### src/sv/apc_pkg.sv
`default_nettype none

package apc_pkg;

    // Significant bits of each input value. Input bits at or above this are ignored.
    localparam int VALUE_BITS = 16;

    // Width of the input ports and of the reported sums.
    localparam int IN_W  = 16;
    localparam int SUM_W = 18;

    // Working width of a value after masking.
    localparam int VAL_W = (VALUE_BITS < IN_W) ? VALUE_BITS : IN_W;

    // Trial divisor width. It holds one past floor(sqrt(2^VAL_W - 1)).
    localparam int D_W = (VAL_W + 1) / 2 + 1;

    // Accumulator width. sigma(n)/n stays below 16 for every n below 2^32,
    // so four extra bits keep the full aliquot sum.
    localparam int ACC_W = VAL_W + 4;

    localparam int CMP_W = (ACC_W > SUM_W) ? ACC_W : SUM_W;
    localparam int CNT_W = $clog2(VAL_W + 1);

    localparam logic [SUM_W-1:0] SUM_MAX = '1;

    typedef enum logic [2:0] {
        ST_IDLE,
        ST_INIT,
        ST_TEST,
        ST_DIV,
        ST_ACC,
        ST_SAVE,
        ST_OUT
    } apc_state_t;

    typedef struct packed {
        logic capture;
        logic phase_init;
        logic sel_second;
        logic div_start;
        logic accum;
        logic save_sum;
        logic load_result;
    } apc_cmd_t;

    typedef struct packed {
        logic n_small;
        logic sq_over;
        logic div_busy;
        logic rsp_free;
    } apc_status_t;

    function automatic logic [SUM_W-1:0] clamp_sum(input logic [ACC_W-1:0] s);
        logic [CMP_W-1:0] wide;
        wide = CMP_W'(s);
        if (wide > CMP_W'(SUM_MAX)) begin
            return SUM_MAX;
        end
        return SUM_W'(wide);
    endfunction

endpackage

`default_nettype wire

### src/sv/apc_divider.sv
`default_nettype none

module apc_divider
    import apc_pkg::*;
(
    input  wire logic             clk,
    input  wire logic             rst_n,
    input  wire logic             start,
    input  wire logic [VAL_W-1:0] dividend,
    input  wire logic [VAL_W-1:0] divisor,
    output logic                  busy,
    output logic      [VAL_W-1:0] quotient,
    output logic      [VAL_W-1:0] remainder
);

    // Restoring division, one quotient bit per cycle.
    logic             busy_reg, busy_next;
    logic [CNT_W-1:0] cnt_reg, cnt_next;
    logic [VAL_W-1:0] rem_reg, rem_next;
    logic [VAL_W-1:0] quo_reg, quo_next;
    logic [VAL_W:0]   shifted;
    logic [VAL_W:0]   diff;

    assign shifted = {rem_reg, quo_reg[VAL_W-1]};
    assign diff    = shifted - {1'b0, divisor};

    always_comb
    begin
        busy_next = busy_reg;
        cnt_next  = cnt_reg;
        rem_next  = rem_reg;
        quo_next  = quo_reg;
        if (start)
        begin
            busy_next = 1'b1;
            cnt_next  = CNT_W'(VAL_W);
            rem_next  = '0;
            quo_next  = dividend;
        end
        else if (busy_reg)
        begin
            if (!diff[VAL_W])
            begin
                rem_next = diff[VAL_W-1:0];
                quo_next = {quo_reg[VAL_W-2:0], 1'b1};
            end
            else
            begin
                rem_next = shifted[VAL_W-1:0];
                quo_next = {quo_reg[VAL_W-2:0], 1'b0};
            end
            cnt_next = cnt_reg - CNT_W'(1);
            if (cnt_reg == CNT_W'(1))
            begin
                busy_next = 1'b0;
            end
        end
    end

    always_ff @(posedge clk or negedge rst_n)
    begin
        if (!rst_n)
        begin
            busy_reg <= 1'b0;
            cnt_reg  <= '0;
        end
        else
        begin
            busy_reg <= busy_next;
            cnt_reg  <= cnt_next;
        end
    end

    always_ff @(posedge clk)
    begin
        rem_reg <= rem_next;
        quo_reg <= quo_next;
    end

    assign busy      = busy_reg;
    assign quotient  = quo_reg;
    assign remainder = rem_reg;

endmodule

`default_nettype wire

### src/sv/apc_datapath.sv
`default_nettype none

module apc_datapath
    import apc_pkg::*;
(
    input  wire logic              clk,
    input  wire logic              rst_n,
    input  wire apc_cmd_t          cmd,
    output apc_status_t            status,
    input  wire logic [IN_W-1:0]   first_value,
    input  wire logic [IN_W-1:0]   second_value,
    output logic                   rsp_valid,
    input  wire logic              rsp_stall,
    output logic                   pair_is_amicable,
    output logic      [SUM_W-1:0]  first_divisor_sum,
    output logic      [SUM_W-1:0]  second_divisor_sum
);

    logic [VAL_W-1:0] a_reg, b_reg, n_reg;
    logic [D_W-1:0]   d_reg;
    logic [ACC_W-1:0] acc_reg, sa_reg, sb_reg;
    logic             rsp_valid_reg;
    logic             amic_reg;
    logic [SUM_W-1:0] fsum_reg, ssum_reg;

    logic [VAL_W-1:0] quotient, remainder;
    logic             div_busy;
    logic [2*D_W-1:0] d_sq;
    logic [VAL_W-1:0] d_ext;
    logic [ACC_W-1:0] co_term;

    apc_divider u_div (
        .clk       (clk),
        .rst_n     (rst_n),
        .start     (cmd.div_start),
        .dividend  (n_reg),
        .divisor   (d_ext),
        .busy      (div_busy),
        .quotient  (quotient),
        .remainder (remainder)
    );

    assign d_ext = VAL_W'(d_reg);
    assign d_sq  = (2*D_W)'(d_reg) * (2*D_W)'(d_reg);

    // The cofactor counts only when it differs from the divisor and from n itself.
    assign co_term = ((quotient != d_ext) && (quotient != n_reg)) ? ACC_W'(quotient) : '0;

    always_ff @(posedge clk)
    begin
        if (cmd.capture)
        begin
            a_reg <= first_value[VAL_W-1:0];
            b_reg <= second_value[VAL_W-1:0];
        end
        if (cmd.phase_init)
        begin
            n_reg   <= cmd.sel_second ? b_reg : a_reg;
            d_reg   <= D_W'(1);
            acc_reg <= '0;
        end
        else if (cmd.accum)
        begin
            if (remainder == '0)
            begin
                acc_reg <= acc_reg + ACC_W'(d_reg) + co_term;
            end
            d_reg <= d_reg + D_W'(1);
        end
        if (cmd.save_sum)
        begin
            if (cmd.sel_second)
            begin
                sb_reg <= acc_reg;
            end
            else
            begin
                sa_reg <= acc_reg;
            end
        end
        if (cmd.load_result)
        begin
            amic_reg <= (sa_reg == ACC_W'(b_reg)) && (sb_reg == ACC_W'(a_reg));
            fsum_reg <= clamp_sum(sa_reg);
            ssum_reg <= clamp_sum(sb_reg);
        end
    end

    always_ff @(posedge clk or negedge rst_n)
    begin
        if (!rst_n)
        begin
            rsp_valid_reg <= 1'b0;
        end
        else if (cmd.load_result)
        begin
            rsp_valid_reg <= 1'b1;
        end
        else if (!rsp_stall)
        begin
            rsp_valid_reg <= 1'b0;
        end
    end

    assign status.n_small  = (n_reg[VAL_W-1:1] == '0);
    assign status.sq_over  = (d_sq > (2*D_W)'(n_reg));
    assign status.div_busy = div_busy;
    assign status.rsp_free = !rsp_valid_reg || !rsp_stall;

    assign rsp_valid          = rsp_valid_reg;
    assign pair_is_amicable   = amic_reg;
    assign first_divisor_sum  = fsum_reg;
    assign second_divisor_sum = ssum_reg;

endmodule

`default_nettype wire

### src/sv/apc_ctrl.sv
`default_nettype none

module apc_ctrl
    import apc_pkg::*;
(
    input  wire logic        clk,
    input  wire logic        rst_n,
    input  wire logic        req_valid,
    output logic             req_stall,
    input  wire apc_status_t status,
    output apc_cmd_t         cmd
);

    apc_state_t state_reg, state_next;
    logic       phase_reg, phase_next;

    always_comb
    begin
        state_next = state_reg;
        phase_next = phase_reg;
        unique case (state_reg)
            ST_IDLE:
            begin
                if (req_valid)
                begin
                    state_next = ST_INIT;
                    phase_next = 1'b0;
                end
            end
            ST_INIT: state_next = ST_TEST;
            ST_TEST:
            begin
                if (status.n_small || status.sq_over)
                begin
                    state_next = ST_SAVE;
                end
                else
                begin
                    state_next = ST_DIV;
                end
            end
            ST_DIV:
            begin
                if (!status.div_busy)
                begin
                    state_next = ST_ACC;
                end
            end
            ST_ACC: state_next = ST_TEST;
            ST_SAVE:
            begin
                if (phase_reg)
                begin
                    state_next = ST_OUT;
                end
                else
                begin
                    phase_next = 1'b1;
                    state_next = ST_INIT;
                end
            end
            ST_OUT:
            begin
                if (status.rsp_free)
                begin
                    state_next = ST_IDLE;
                end
            end
            default: state_next = ST_IDLE;
        endcase
    end

    always_comb
    begin
        cmd            = '0;
        cmd.sel_second = phase_reg;
        req_stall      = 1'b1;
        unique case (state_reg)
            ST_IDLE:
            begin
                req_stall   = 1'b0;
                cmd.capture = req_valid;
            end
            ST_INIT: cmd.phase_init = 1'b1;
            ST_TEST: cmd.div_start = !(status.n_small || status.sq_over);
            ST_DIV:  cmd.accum = 1'b0;
            ST_ACC:  cmd.accum = 1'b1;
            ST_SAVE: cmd.save_sum = 1'b1;
            ST_OUT:  cmd.load_result = status.rsp_free;
            default: req_stall = 1'b1;
        endcase
    end

    always_ff @(posedge clk or negedge rst_n)
    begin
        if (!rst_n)
        begin
            state_reg <= ST_IDLE;
            phase_reg <= 1'b0;
        end
        else
        begin
            state_reg <= state_next;
            phase_reg <= phase_next;
        end
    end

endmodule

`default_nettype wire

### src/sv/amicable_pair_check_top.sv
// Amicable pair check. Each request carries two values; the block returns the aliquot
// sum (sum of proper divisors) of each and a flag that is set when each sum equals
// the other value. A perfect number paired with itself, and the pair (0, 0), set it.
// Request channel: req_valid, req_stall, first_value, second_value. A request is taken
// at a clock edge with req_valid high and req_stall low. Response channel: rsp_valid,
// rsp_stall and the three result ports, taken the same way.
// Each value is scanned with trial divisors d = 1, 2, ... while d*d <= n, and each
// divisor also yields its cofactor. Each trial runs on the shared restoring divider,
// which produces one quotient bit per cycle. A value below 2 needs no trial. One
// request is worked on at a time; the next is taken once the previous result sits
// in the response register, even if it is still stalled. A stalled response holds
// its value; a finished result waits for the register to free before it is loaded.
// Reset is asynchronous and active low; it empties the response register and
// returns the controller to idle.

`default_nettype none

module amicable_pair_check_top
    import apc_pkg::*;
(
    input  wire logic             clk,
    input  wire logic             rst_n,
    input  wire logic             req_valid,
    output logic                  req_stall,
    input  wire logic [IN_W-1:0]  first_value,
    input  wire logic [IN_W-1:0]  second_value,
    output logic                  rsp_valid,
    input  wire logic             rsp_stall,
    output logic                  pair_is_amicable,
    output logic      [SUM_W-1:0] first_divisor_sum,
    output logic      [SUM_W-1:0] second_divisor_sum
);

    // Commands flow from the controller to the datapath; status flows back.
    apc_cmd_t    cmd;
    apc_status_t status;

    apc_ctrl u_ctrl (
        .clk       (clk),
        .rst_n     (rst_n),
        .req_valid (req_valid),
        .req_stall (req_stall),
        .status    (status),
        .cmd       (cmd)
    );

    // The datapath holds the operands, trial divisor, accumulator, divider and the
    // response register.
    apc_datapath u_dp (
        .clk                (clk),
        .rst_n              (rst_n),
        .cmd                (cmd),
        .status             (status),
        .first_value        (first_value),
        .second_value       (second_value),
        .rsp_valid          (rsp_valid),
        .rsp_stall          (rsp_stall),
        .pair_is_amicable   (pair_is_amicable),
        .first_divisor_sum  (first_divisor_sum),
        .second_divisor_sum (second_divisor_sum)
    );

endmodule

`default_nettype wire

### config.mk
export PLATFORM = sky130hd
export DESIGN_NAME = amicable_pair_check_top
export DESIGN_NICKNAME = d
export VERILOG_FILES = /design/src/sv/apc_pkg.sv /design/src/sv/apc_divider.sv /design/src/sv/apc_datapath.sv /design/src/sv/apc_ctrl.sv /design/src/sv/amicable_pair_check_top.sv
export SDC_FILE = /design/constraint.sdc
export NUM_CORES = 1
export LEC_CHECK = 0
export BUFFER_PORTS_ARGS = -buffer_cell sky130_fd_sc_hd__buf_4
export CAP_MARGIN = 20
export CORE_MARGIN = 2
export CORE_UTILIZATION = 25
export DETAILED_ROUTE_END_ITERATION = 10
export GPL_TIMING_DRIVEN = 1
export SLEW_MARGIN = 10
export SYNTH_ARGS = -nofsm -noshare
export SYNTH_HDL_FRONTEND = slang
export SYNTH_SLANG_ARGS = --single-unit
### constraint.sdc
create_clock -name clk -period 8.62 [get_ports clk]
set_clock_uncertainty 0.1 [all_clocks]
set_input_delay 1.724 -clock clk [delete_from_list [all_inputs] [get_ports clk]]
set_output_delay 1.724 -clock clk [all_outputs]
set_load 0.02 [all_outputs]
After elaboration in Yosys (flattened, before gate mapping)
Index checks and enable logic that the tools add are counted.
{"block": "totals", "ff_bits": 197, "wordCells": 96, "output_inout_bits": 39, "input_bits": 36}
{"block": "op_classes", "multipliers": 1, "add_sub_neg": 5, "reduce_logical": 18, "bitwise_logic": 1, "magnitude_cmp": 3, "muxes": 36, "eq_ne": 15}
{"cell": "16-bit two-way mux", "n": 5}
{"cell": "18-bit two-way mux", "n": 4}
{"cell": "20-bit by 16-bit == test with 1-bit output", "n": 2}
{"cell": "20-bit by 18-bit > comparator with 1-bit output (second input constant)", "n": 2}
{"cell": "20-bit adder", "n": 1}
{"cell": "20-bit by 9-bit adder with 20-bit output", "n": 1}
{"cell": "18-bit by 16-bit > comparator with 1-bit output", "n": 1}
{"cell": "9-bit by 9-bit multiplier with 18-bit output", "n": 1}
{"cell": "1-bit two-way mux", "n": 18}
{"cell": "3-bit one-hot mux with 6 select lines", "n": 1}
{"cell": "17-bit by 9-bit subtractor with 17-bit output", "n": 1}
{"cell": "16-bit zero test", "n": 1}
{"cell": "16-bit inequality test", "n": 1}
{"cell": "16-bit by 9-bit inequality test with 1-bit output", "n": 1}
{"cell": "15-bit zero test", "n": 1}
{"cell": "3-bit two-way mux", "n": 5}
{"cell": "5-bit two-way mux", "n": 2}
{"cell": "9-bit by 1-bit adder with 9-bit output (second input constant)", "n": 1}
{"cell": "3-bit == test (second input constant)", "n": 3}
{"cell": "2-bit AND reduction", "n": 4}
{"cell": "3-bit by 2-bit == test with 1-bit output (second input constant)", "n": 2}
{"cell": "5-bit by 1-bit == test with 1-bit output (second input constant)", "n": 1}
{"cell": "5-bit by 1-bit subtractor with 5-bit output (second input constant)", "n": 1}
{"cell": "2-bit by 1-bit inequality test with 1-bit output (second input constant)", "n": 2}
{"cell": "other kinds (11)", "n": 17}

Depth between registers and ports, before layout
Gate-level depths: netlist of the first run.
{"block": "depth", "depth_word": 6, "ltp_mapped": 30, "mapped_depth_nobuf": 27}

By module
Synthesis of the first run repeated with hierarchy kept, for this count alone.
{"block": "unflattened", "cells_unflattened": 1159, "area_unflattened_um2": 12519.5}
{"mod": "apc_datapath", "cells_per_inst": 853, "n_inst": 1, "seq_area_each_um2": 4359.2, "area_each_um2": 9658.0}
{"mod": "apc_divider", "cells_per_inst": 267, "n_inst": 1, "seq_area_each_um2": 950.9, "area_each_um2": 2563.7}
{"mod": "apc_ctrl", "cells_per_inst": 39, "n_inst": 1, "seq_area_each_um2": 100.1, "area_each_um2": 297.8}

Least setup slack after synthesis of the first run
Ideal clock, no wire load.
{"block": "synth_timing", "kind": "register to register", "from": "reg u_dp.d_reg[6]", "to": "reg u_dp.u_div.quo_reg[0], in the netlist u_dp.u_div.quotient[0], enable pin", "setup_slack_ns": 1.586, "stages_incl_launch_ff": 28, "period_less_slack_ns": 7.034, "setup_time_ns": 0.371, "arrival_ns": 6.562, "n_path_buf": 3, "path_cell_list": "dfxtp_1 clkbuf_1 clkinv_1 nor2_1 inv_1 fa_1 inv_1 fa_1 inv_1 fa_1 fa_1 inv_1 ha_1 or4_1 o22ai_2 o21bai_1 a211oi_1 nor2_1 ha_1 nor2b_1 o21ai_0 nand2_1 o21ai_0 nand4_1 or3b_1 buf_6 buf_12 or2b_1"}
{"block": "synth_between", "elab_chain_len": 6}
{"item": "from (decl)", "line_no": "apc_datapath.sv:20", "source": "logic [D_W-1:0] d_reg;"}
{"item": "from (signal assigned)", "line_no": "apc_datapath.sv:68", "source": "d_reg <= d_reg + D_W'(1);"}
{"item": "9-bit by 9-bit multiplier with 18-bit output", "line_no": "apc_datapath.sv:44", "source": "assign d_sq = (2*D_W)'(d_reg) * (2*D_W)'(d_reg);"}
{"item": "18-bit by 16-bit > comparator with 1-bit output", "line_no": "apc_datapath.sv:106", "source": "assign status.sq_over = (d_sq > (2*D_W)'(n_reg));"}
{"item": "1-bit logical OR", "line_no": "apc_ctrl.sv:85", "source": "ST_TEST: cmd.div_start = !(status.n_small || status.sq_over);"}
{"item": "1-bit zero test", "line_no": "apc_ctrl.sv:85"}
{"item": "1-bit two-way mux", "line_no": "apc_ctrl.sv:78", "source": "unique case (state_reg)"}
{"item": "2-bit nonzero test (no line)"}
{"item": "to (signal assigned)", "line_no": "apc_divider.sv:77", "source": "quo_reg <= quo_next;"}
{"item": "to (decl)", "line_no": "apc_divider.sv:20", "source": "logic [VAL_W-1:0] quo_reg, quo_next;"}
No other way between the ends.
A chain may end at the register's enable or synchronous reset.

Worst setup path after layout of the first run
{"block": "layout_timing", "from": "reg u_dp.d_reg[6]", "to": "reg u_dp.u_div.quo_reg[3], in the netlist u_dp.u_div.quotient[3], enable pin"}
Same word-level chain as after synthesis.

==> results of run 1 <==
[final cells by class]
cell class | instances | area, um2
clock inverters | 14 | 160
clock buffers | 18 | 429
multi-input cells | 741 | 6090
inverters | 106 | 398
diodes | 2 | 5.00
repair buffers | 86 | 689
fillers | 4866 | 33700
well taps | 615 | 769
flip-flops and latches | 197 | 5410
[metrics by stage]
| step | setup WS [ns] | hold WS [ns] | std cells | power (mW) | utilization [%] |
|---|---|---|---|---|---|
| 6_report | 0.839 | 0.391 | 1779 | 3.59 | 29.3 |
| 3_3_place_gp | 1.06 | 0.365 | 1740 | 2.77 | 27.9 |
| 2_1_floorplan | 1.59 | 0.346 | 1077 | 2.44 | - |
| 4_1_cts | 0.845 | 0.389 | 1774 | 3.61 | 29.2 |
| 5_1_grt | 0.276 | 0.396 | 1777 | 3.82 | 29.3 |
| 3_5_place_dp | 0.858 | 0.372 | 1742 | 2.80 | 27.9 |
[synth_stat cells, drive strengths merged, types with 4 or more instances]
library cell | number | area, um2
edfxtp | 141 | 4230
nor2 | 106 | 398
inv | 101 | 379
ha | 85 | 1060
xnor2 | 61 | 534
xor2 | 49 | 429
fa | 46 | 921
dfxtp | 45 | 901
nand2 | 45 | 169
or3 | 40 | 250
mux2 | 33 | 394
a21oi | 30 | 150
clkbuf | 26 | 97.6
a211oi | 24 | 185
o21ai | 22 | 114
nor3 | 21 | 110
nor4 | 21 | 131
and2 | 20 | 125
mux2i | 18 | 184
nand3 | 13 | 65.1
dfrtp | 11 | 275
nand4 | 11 | 68.8
nor2b | 8 | 50.1
o21a | 8 | 60.1
a21o | 7 | 52.6
buf | 7 | 56.3
a31oi | 6 | 37.5
nand2b | 6 | 45.0
clkinv | 5 | 18.8
o41ai | 5 | 62.6
and3 | 4 | 25.0
nand3b | 4 | 30.0
nor3b | 4 | 35.0
o21bai | 4 | 30.0
[metal layers]
metal  vias to the layer above  wire length [um]  share of wire [%]
met1                      3983             13700                 47
met5                         -                12              0.041
li1                       3944                 -                  -
met4                         2               775                2.6
met2                       242             13400                 46
met3                        45              1490                5.1
[report_power, final]
group	leakage, nW	total (mW)	switching [mW]	internal (mW)
Sequential	1.80	1.50	0.258	1.25
Clock	0.280	0.788	0.397	0.391
Combinational	3.54	1.30	0.686	0.615
Total	5.62	3.59	1.34	2.25
[path summary, 6_finish.rpt]
kind                       depth (start not counted)                               end  slack (ns)                           from
max                                               26  u_dp.u_div.quotient[3]$_DFFE_PP_        0.84     u_dp.d_reg[6]$_SDFFE_PN0P_
min                                                0         u_dp.sa_reg[19]$_DFFE_PP_        0.39  u_dp.acc_reg[19]$_SDFFE_PN0P_
max reg2reg                                       26  u_dp.u_div.quotient[3]$_DFFE_PP_        0.84     u_dp.d_reg[6]$_SDFFE_PN0P_
min reg2reg                                        0         u_dp.sa_reg[19]$_DFFE_PP_        0.39  u_dp.acc_reg[19]$_SDFFE_PN0P_
max in group asynchronous                          1   u_ctrl.state_reg[1]$_DFFE_PN0P_        7.25                          rst_n
min in group asynchronous                          1         u_dp.u_div.busy$_DFF_PN0_        1.01                          rst_n
[cell families after synthesis]
| family | Yosys count | synth area share (%) |
|---|---|---|
| xor+xnor | 110 | 8.01 |
| mux | 51 | 4.81 |
| buf+inv | 139 | 4.59 |
| flops | 197 | 45.0 |
| simple gates | 318 | 13.5 |
| fa+ha+maj | 131 | 16.5 |
| compound gates | 131 | 7.55 |
[cells in the final DEF, fill, tap and decap left out, types with 4 or more instances in the layout]
master / count
a21o_1: 7
fa_1: 46
dfxtp_1: 45
mux2i_1: 17
buf_4: 82
mux2_4: 6
nor2_1: 105
ha_1: 85
nand4_1: 11
and3_1: 4
clkinv_1: 5
nand3b_1: 4
o41ai_1: 4
o21ai_0: 21
o21a_1: 8
nor2b_1: 7
nor3_1: 19
edfxtp_1: 141
clkbuf_16: 17
nor4_1: 21
and2_1: 20
mux2_2: 27
o21bai_1: 4
dfrtp_1: 11
a31oi_1: 6
nand3_1: 13
inv_1: 101
nand2b_1: 5
a21oi_1: 29
inv_8: 4
a211oi_1: 23
xor2_1: 49
xnor2_1: 61
nand2_1: 45
or3_1: 40
==> impl_metrics.env, run 1 <==
export IMPL_avgSynthCellArea_um2=11.2
export IMPL_cts_hold_buf=0
export IMPL_grt_pass1_vias=8289
export IMPL_drt_antenna_violating_nets=0
export IMPL_placed_cell_area_um2=13300
export IMPL_ys_seq_area_share_pct=45.0
export IMPL_die_w_um=223
export IMPL_top_usage_layer="met2"
export IMPL_portBuffers=74
export IMPL_max_freq_ghz=0.129
export IMPL_tns_ns=0
export IMPL_synth_edf_count=141
export IMPL_power_leakage_nw=5.62
export IMPL_place_hpwl_um=22300
export IMPL_ys_ff_latch=197
export IMPL_rsz0062_at_grt="false"
export IMPL_finalCriticalPeriod_ns=7.78
export IMPL_worstMarginPinSlew_ns=1.06
export IMPL_arrival_ns=7.75
export IMPL_layout_nets=1316
export IMPL_setup_viol=0
export IMPL_antenna_found_initial=2
export IMPL_ys_types=72
export IMPL_insertion_delay_ns=0.44
export IMPL_path_delay_family="adder cells"
export IMPL_fin_crit_sh_pct=90.3
export IMPL_clockRootBuffer="clkbuf_16"
export IMPL_hold_viol=0
export IMPL_io_pins=75
export IMPL_cts_sinks=197
export IMPL_grt_use_met1_pct=16.1
export IMPL_cts_resized=0
export IMPL_slew_viol_final=0
export IMPL_cts_setup_buffers=0
export IMPL_syn_area_um2=12000
export IMPL_slew_headroom_pct=29.0
export IMPL_vias=8216
export IMPL_synthArstFlopShare_pct=5.58
export IMPL_use_met3_pct=2.78
export IMPL_start_util_pct=25.2
export IMPL_netlist_instances=1077
export IMPL_grt_max_degree=42
export IMPL_grt_util_met2_pct=18.8
export IMPL_cap_violations=0
export IMPL_cts_tree="built"
export IMPL_power_density_nw_per_um2=258
export IMPL_critPathMaxStageDelay_ns=0.65
export IMPL_hold_path_class="reg -> reg"
export IMPL_drc=0
export IMPL_crit_path_end_kind="register"
export IMPL_clk_pin_slew_worst_paths_ns=0.07
export IMPL_syn2layout_area_growth_pct=16.1
export IMPL_first_pass_iters=5
export IMPL_setup_worst_path_class="reg -> reg"
export IMPL_core_um2=47600
export IMPL_crit_fanout=17
export IMPL_clockBufferDepth=2
export IMPL_ys_warn_count=0
export IMPL_drtIter0Drc=566
export IMPL_grt_total_usage_pct=12.0
export IMPL_rows=80
export IMPL_outcome="finished, final reports clean"
export IMPL_grt_pass1_wl_um=46400
export IMPL_slowest_stage="or2b_1"
export IMPL_avgViaCountPerCell=4.62
export IMPL_ir_drop_uv=163
export IMPL_synth_main_ff_cell="edfxtp_1"
export IMPL_synth_fp_nets=1244
export IMPL_die_area_um2=49900
export IMPL_wl_per_cell_um=16.5
export IMPL_cp_buffers_inverters=6
export IMPL_die_h_um=223
export IMPL_drive_above_1_share_pct=14.3
export IMPL_start_kind="register"
export IMPL_required_ns=8.59
export IMPL_globalRouteOverflowTotal=0
export IMPL_numCtsBuffers=17
export IMPL_cts_htree_levels=4
export IMPL_gp_congestion=0.861
export IMPL_fin_area_um2=14000
export IMPL_routed_wl_um=29400
Note: power is estimated with default switching activity, not from simulation.
==> run 2, diff against run 1 <==
- HOLD_SLACK_MARGIN: default -> 0.02
- PLACE_DENSITY: default -> 0.48
==> run 2 against run 1 <==
Die area did not move. First-iteration DRC count rose by 1.1%. Global-route usage rose by 0.88 points. Clock power rose by 2%. Combinational power barely moved. Critical path type unchanged. Largest power group unchanged. Cell area barely moved. Non-clock buffer count rose by 3. Critical path depth did not move.
==> impl_metrics.env, run 2 (synthesis results as in run 1) <==
export IMPL_insertion_delay_ns=0.45
export IMPL_core_um2=47600
export IMPL_final_cell_mix="edfxtp_1 (141), nor2_1 (105), inv_1 (101)"
export IMPL_grt_total_usage_pct=12.8
export IMPL_clockBufferDepth=2
export IMPL_required_ns=8.59
export IMPL_r2r_slack_ns=0.80
export IMPL_power_density_nw_per_um2=259
export IMPL_drc=0
export IMPL_io_pins=75
export IMPL_grt_pass1_wl_um=48800
export IMPL_place_hpwl_um=23700
export IMPL_p_comb_share_pct=36.3
export IMPL_first_pass_iters=5
export IMPL_hold_viol=0
export IMPL_slew_viol_final=0
export IMPL_power_share_switching_pct=37.2
export IMPL_fin_area_um2=14000
export IMPL_clockRootBuffer="clkbuf_16"
export IMPL_layout_nets=1319
export IMPL_rr_endpoint="u_dp.u_div.quotient[11]$_DFFE_PP_"
export IMPL_path_delay_family="adder cells"
export IMPL_cts_sinks=197
export IMPL_rows=80
export IMPL_numCtsBuffers=17
export IMPL_cts_resized=0
export IMPL_antenna_found_initial=0
export IMPL_outcome="finished, final reports clean"
export IMPL_slowest_stage="or2b_1"
export IMPL_cp_startpoint="u_dp.d_reg[6]$_SDFFE_PN0P_"
export IMPL_crit_fanout=17
export IMPL_whs_path_depth=0
export IMPL_whs_endpoint="u_dp.sa_reg[19]$_DFFE_PP_"
export IMPL_cts_hold_buf=0
export IMPL_wl_per_cell_um=17.6
export IMPL_crit_path_end_kind="register"
export IMPL_power_mw=3.62
export IMPL_max_freq_ghz=0.128
export IMPL_drtIter0Drc=572
export IMPL_min_from="u_dp.acc_reg[19]$_SDFFE_PN0P_"
export IMPL_die_w_um=223
export IMPL_hold_ws_ns=0.385
export IMPL_routed_wl_um=31300
export IMPL_ir_drop_uv=174
export IMPL_drt_antenna_violating_nets=0
export IMPL_cts_tree="built"
export IMPL_r2r_start="u_dp.d_reg[6]$_SDFFE_PN0P_"
export IMPL_grt_max_degree=43
export IMPL_syn2layout_area_growth_pct=16.1
export IMPL_setup_viol=0
export IMPL_p_seq_share_pct=41.5
export IMPL_clk_pin_slew_worst_paths_ns=0.07
export IMPL_critPathMaxStageDelay_ns=0.64
export IMPL_setup_worst_path_class="reg -> reg"
export IMPL_avgViaCountPerCell=4.52
export IMPL_start_kind="register"
export IMPL_cp_buffers_inverters=6
export IMPL_multiInputGateArea_um2=6090
export IMPL_reg2regPathDepth=26
export IMPL_cap_violations=0
export IMPL_slew_headroom_pct=25.3
export IMPL_final_common_cell="edfxtp_1"
export IMPL_vias=8055
export IMPL_seq_area_um2=5410
export IMPL_arrival_ns=7.80
export IMPL_tns_ns=0
export IMPL_p_int_mw=2.27
export IMPL_portBuffers=74
export IMPL_path_depth=26
export IMPL_globalRouteOverflowTotal=0
export IMPL_gp_congestion=0.857
export IMPL_power_leakage_nw=5.63
export IMPL_p_clk_share_pct=22.2
export IMPL_die_h_um=223
export IMPL_start_util_pct=25.2
export IMPL_die_area_um2=49900
export IMPL_fin_crit_sh_pct=90.7
export IMPL_p_switching_mw=1.35
export IMPL_cts_htree_levels=4
export IMPL_finalCriticalPeriod_ns=7.82
export IMPL_worstMarginPinSlew_ns=1.12
export IMPL_rsz0062_at_grt="false"
export IMPL_placed_cell_area_um2=13400
export IMPL_cts_setup_buffers=0
export IMPL_fill_cells=4902
export IMPL_grt_pass1_vias=8331
export IMPL_hold_path_class="reg -> reg"
export IMPL_drive_above_1_share_pct=14.4
-- run 2: final cells by class --
class,instances,area share (%)
Antenna cell,1,0.0179
Clock buffer,17,3.05
Clock inverter,15,1.20
Inverter,106,2.85
Multi-Input combinational cell,741,43.6
Sequential cell,197,38.8
Tap cell,615,5.51
Timing Repair Buffer,89,4.96
-- run 2: how the worst max path moves through the flow --
stage          slack (ns)                           endpoint
6_report             0.80  u_dp.u_div.quotient[11]$_DFFE_PP_
5_1_grt              0.18   u_dp.u_div.quotient[4]$_DFFE_PP_
4_1_cts              0.81   u_dp.u_div.quotient[5]$_DFFE_PP_
3_5_place_dp         0.81   u_dp.u_div.quotient[5]$_DFFE_PP_
3_3_place_gp         1.02   u_dp.u_div.quotient[2]$_DFFE_PP_
2_1_floorplan        1.59   u_dp.u_div.quotient[0]$_DFFE_PP_
-- run 2: power groups by stage --
stage                     clock network [mW]  registers [mW]  logic (mW)
final                                  0.803            1.50        1.31
after global routing                   0.863            1.53        1.48
after CTS                              0.826            1.50        1.33
after detailed placement                   0            1.51        1.31
after global placement                     0            1.52        1.30
after floorplan                            0            1.41        1.02
-- run 2: routing by layer --
metal  share of wire [%]  vias up  wire length, um  GRT usage, %
met5                   0        -                0             0
met4                 1.0        0              318          2.88
met3                 3.8       23             1180          2.17
met2                  45      151            14100          20.4
met1                  50     3942            15700          18.3
li1                    -     3939                -             -
-- run 2: stage by stage --
stage,utilization (%),instances,setup slack [ns]
after floorplan,-,1077,1.59
after CTS,29.3,1779,0.814
after detailed placement,28.0,1747,0.809
final,29.3,1781,0.798
after global placement,28.0,1746,1.02
after global routing,29.3,1780,0.181
==> run 3, diff against run 2 <==
- ABC_AREA: default -> 0
- BUFFER_PORTS_ARGS: -buffer_cell sky130_fd_sc_hd__buf_4 -> default
- CORE_UTILIZATION: 25 -> 50
- DONT_BUFFER_PORTS: default -> 1
- PLACE_DENSITY: 0.48 -> 0.73
==> run 3 against run 2 <==
Maximum frequency rose by 3.2%. Routed wire length decreased by 14%. Sequential power about the same. Via count down 1.9%. Largest cell class unchanged. First-iteration DRC count increased by 10%. Highest routed layer unchanged.
==> impl_metrics.env, run 3 (synthesis results as in run 1) <==
export IMPL_wl_per_cell_um=19.2
export IMPL_setup_worst_path_class="reg -> reg"
export IMPL_final_common_cell="edfxtp_1"
export IMPL_fin_area_um2=13000
export IMPL_insertion_delay_ns=0.44
export IMPL_final_cell_mix="edfxtp_1 (141), nor2_1 (105), inv_1 (101)"
export IMPL_portBuffers=0
export IMPL_r2r_slack_ns=1.04
export IMPL_hold_viol=0
export IMPL_outcome="finished, final reports clean"
export IMPL_hold_path_class="reg -> reg"
export IMPL_worstMarginPinSlew_ns=1.10
export IMPL_die_w_um=159
export IMPL_core_um2=23500
export IMPL_start_kind="register"
export IMPL_crit_fanout=16
export IMPL_drc=0
export IMPL_die_area_um2=25300
export IMPL_slew_headroom_pct=26.6
export IMPL_crit_path_end_kind="register"
export IMPL_cts_setup_buffers=0
export IMPL_cts_tree="built"
export IMPL_grt_pass1_vias=7782
export IMPL_antenna_cells=0
export IMPL_clockBufferDepth=2
export IMPL_p_comb_share_pct=34.0
export IMPL_max_freq_ghz=0.132
export IMPL_p_clk_share_pct=23.3
export IMPL_drt_antenna_violating_nets=0
export IMPL_slew_viol_final=0
export IMPL_fill_cells=1983
export IMPL_io_pins=75
export IMPL_p_switching_mw=1.32
export IMPL_rows=56
export IMPL_start_util_pct=51.1
export IMPL_power_share_switching_pct=37.0
export IMPL_clockRootBuffer="clkbuf_16"
export IMPL_antenna_found_initial=0
export IMPL_numCtsBuffers=17
export IMPL_cts_sinks=197
export IMPL_routed_wl_um=27000
export IMPL_clk_pin_slew_worst_paths_ns=0.08
export IMPL_arrival_ns=7.54
export IMPL_vias=7905
export IMPL_tns_ns=0
export IMPL_grt_pass1_wl_um=42900
export IMPL_finalCriticalPeriod_ns=7.58
export IMPL_avgViaCountPerCell=5.63
export IMPL_cts_resized=0
export IMPL_placed_cell_area_um2=12400
export IMPL_power_leakage_nw=5.26
export IMPL_cts_hold_buf=0
export IMPL_layout_nets=1239
export IMPL_grt_max_degree=46
export IMPL_gp_congestion=0.913
export IMPL_drive_above_1_share_pct=8.20
export IMPL_rsz0062_at_grt="false"
export IMPL_place_hpwl_um=19900
export IMPL_ir_drop_uv=200
export IMPL_setup_viol=0
export IMPL_p_int_mw=2.25
export IMPL_required_ns=8.58
export IMPL_fin_crit_sh_pct=87.9
export IMPL_first_pass_iters=6
export IMPL_cap_violations=0
export IMPL_drtIter0Drc=629
export IMPL_globalRouteOverflowTotal=0
export IMPL_cts_htree_levels=4
export IMPL_power_density_nw_per_um2=274
export IMPL_p_seq_share_pct=42.7
export IMPL_syn2layout_area_growth_pct=8.16
export IMPL_grt_total_usage_pct=21.5
export IMPL_die_h_um=159
## run 3: power groups by stage
stage               combinational (mW)  clock, mW  sequential, mW
floorplan                         1.02          0            1.41
global placement                  1.17          0            1.53
detailed placement                1.20          0            1.53
CTS                               1.21      0.840            1.51
global route                      1.36      0.877            1.54
finish                            1.21      0.832            1.52
## run 3: worst max-delay path: stages, from the launching register on
cell	delay (ns)
dfxtp_1	0.51
clkinv_1	0.41
nor2_1	0.34
ha_1	0.30
xor2_1	0.17
fa_1	0.49
inv_1	0.06
fa_1	0.53
inv_1	0.06
fa_1	0.54
inv_1	0.04
ha_1	0.24
or4_1	0.56
o22ai_2	0.22
o21bai_1	0.09
a211oi_1	0.23
nor2_1	0.07
ha_1	0.29
nor2b_1	0.14
o21ai_0	0.15
nand2_1	0.06
o21ai_0	0.21
nand4_1	0.28
or3b_1	0.46
or2b_1	0.64
## run 3: path summary, 6_finish.rpt
kind,end,cells past startpoint,startpoint
min in group asynchronous,u_dp.u_div.cnt_reg[1]$_DFFE_PN0P_,0,rst_n
max reg2reg,u_dp.u_div.quotient[15]$_DFFE_PP_,24,u_dp.d_reg[3]$_SDFFE_PN0P_
min,u_dp.sb_reg[19]$_DFFE_PP_,0,u_dp.acc_reg[19]$_SDFFE_PN0P_
min reg2reg,u_dp.sb_reg[19]$_DFFE_PP_,0,u_dp.acc_reg[19]$_SDFFE_PN0P_
max,u_dp.u_div.quotient[15]$_DFFE_PP_,24,u_dp.d_reg[3]$_SDFFE_PN0P_
max in group asynchronous,u_ctrl.state_reg[0]$_DFFE_PN0P_,0,rst_n
## run 3: cell type report
type	instances	area, um2	share of cell area [%]
multi-input combinational	741	6090	46.8
sequential	197	5410	41.6
clock buffer	17	425	3.27
tap	319	399	3.07
inverter	106	398	3.06
clock inverter	15	204	1.57
timing repair buffer	9	75.1	0.577
## run 3: routing by layer
layer	global-route usage [%]	wire, um
met3	4.27	1740
met2	35.8	12800
met1	29.2	12000
met5	0	0
met4	4.92	422
## run 3: stage by stage
step	setup WS, ns	power [mW]	hold WS [ns]	util, %	instances
6_report	1.04	3.56	0.387	55.2	1404
5_1_grt	0.481	3.77	0.421	55.2	1404
4_1_cts	1.06	3.57	0.396	55.2	1403
3_5_place_dp	1.08	2.73	0.381	52.5	1371
3_3_place_gp	1.29	2.71	0.361	52.5	1371
2_1_floorplan	1.59	2.44	0.346	-	1077
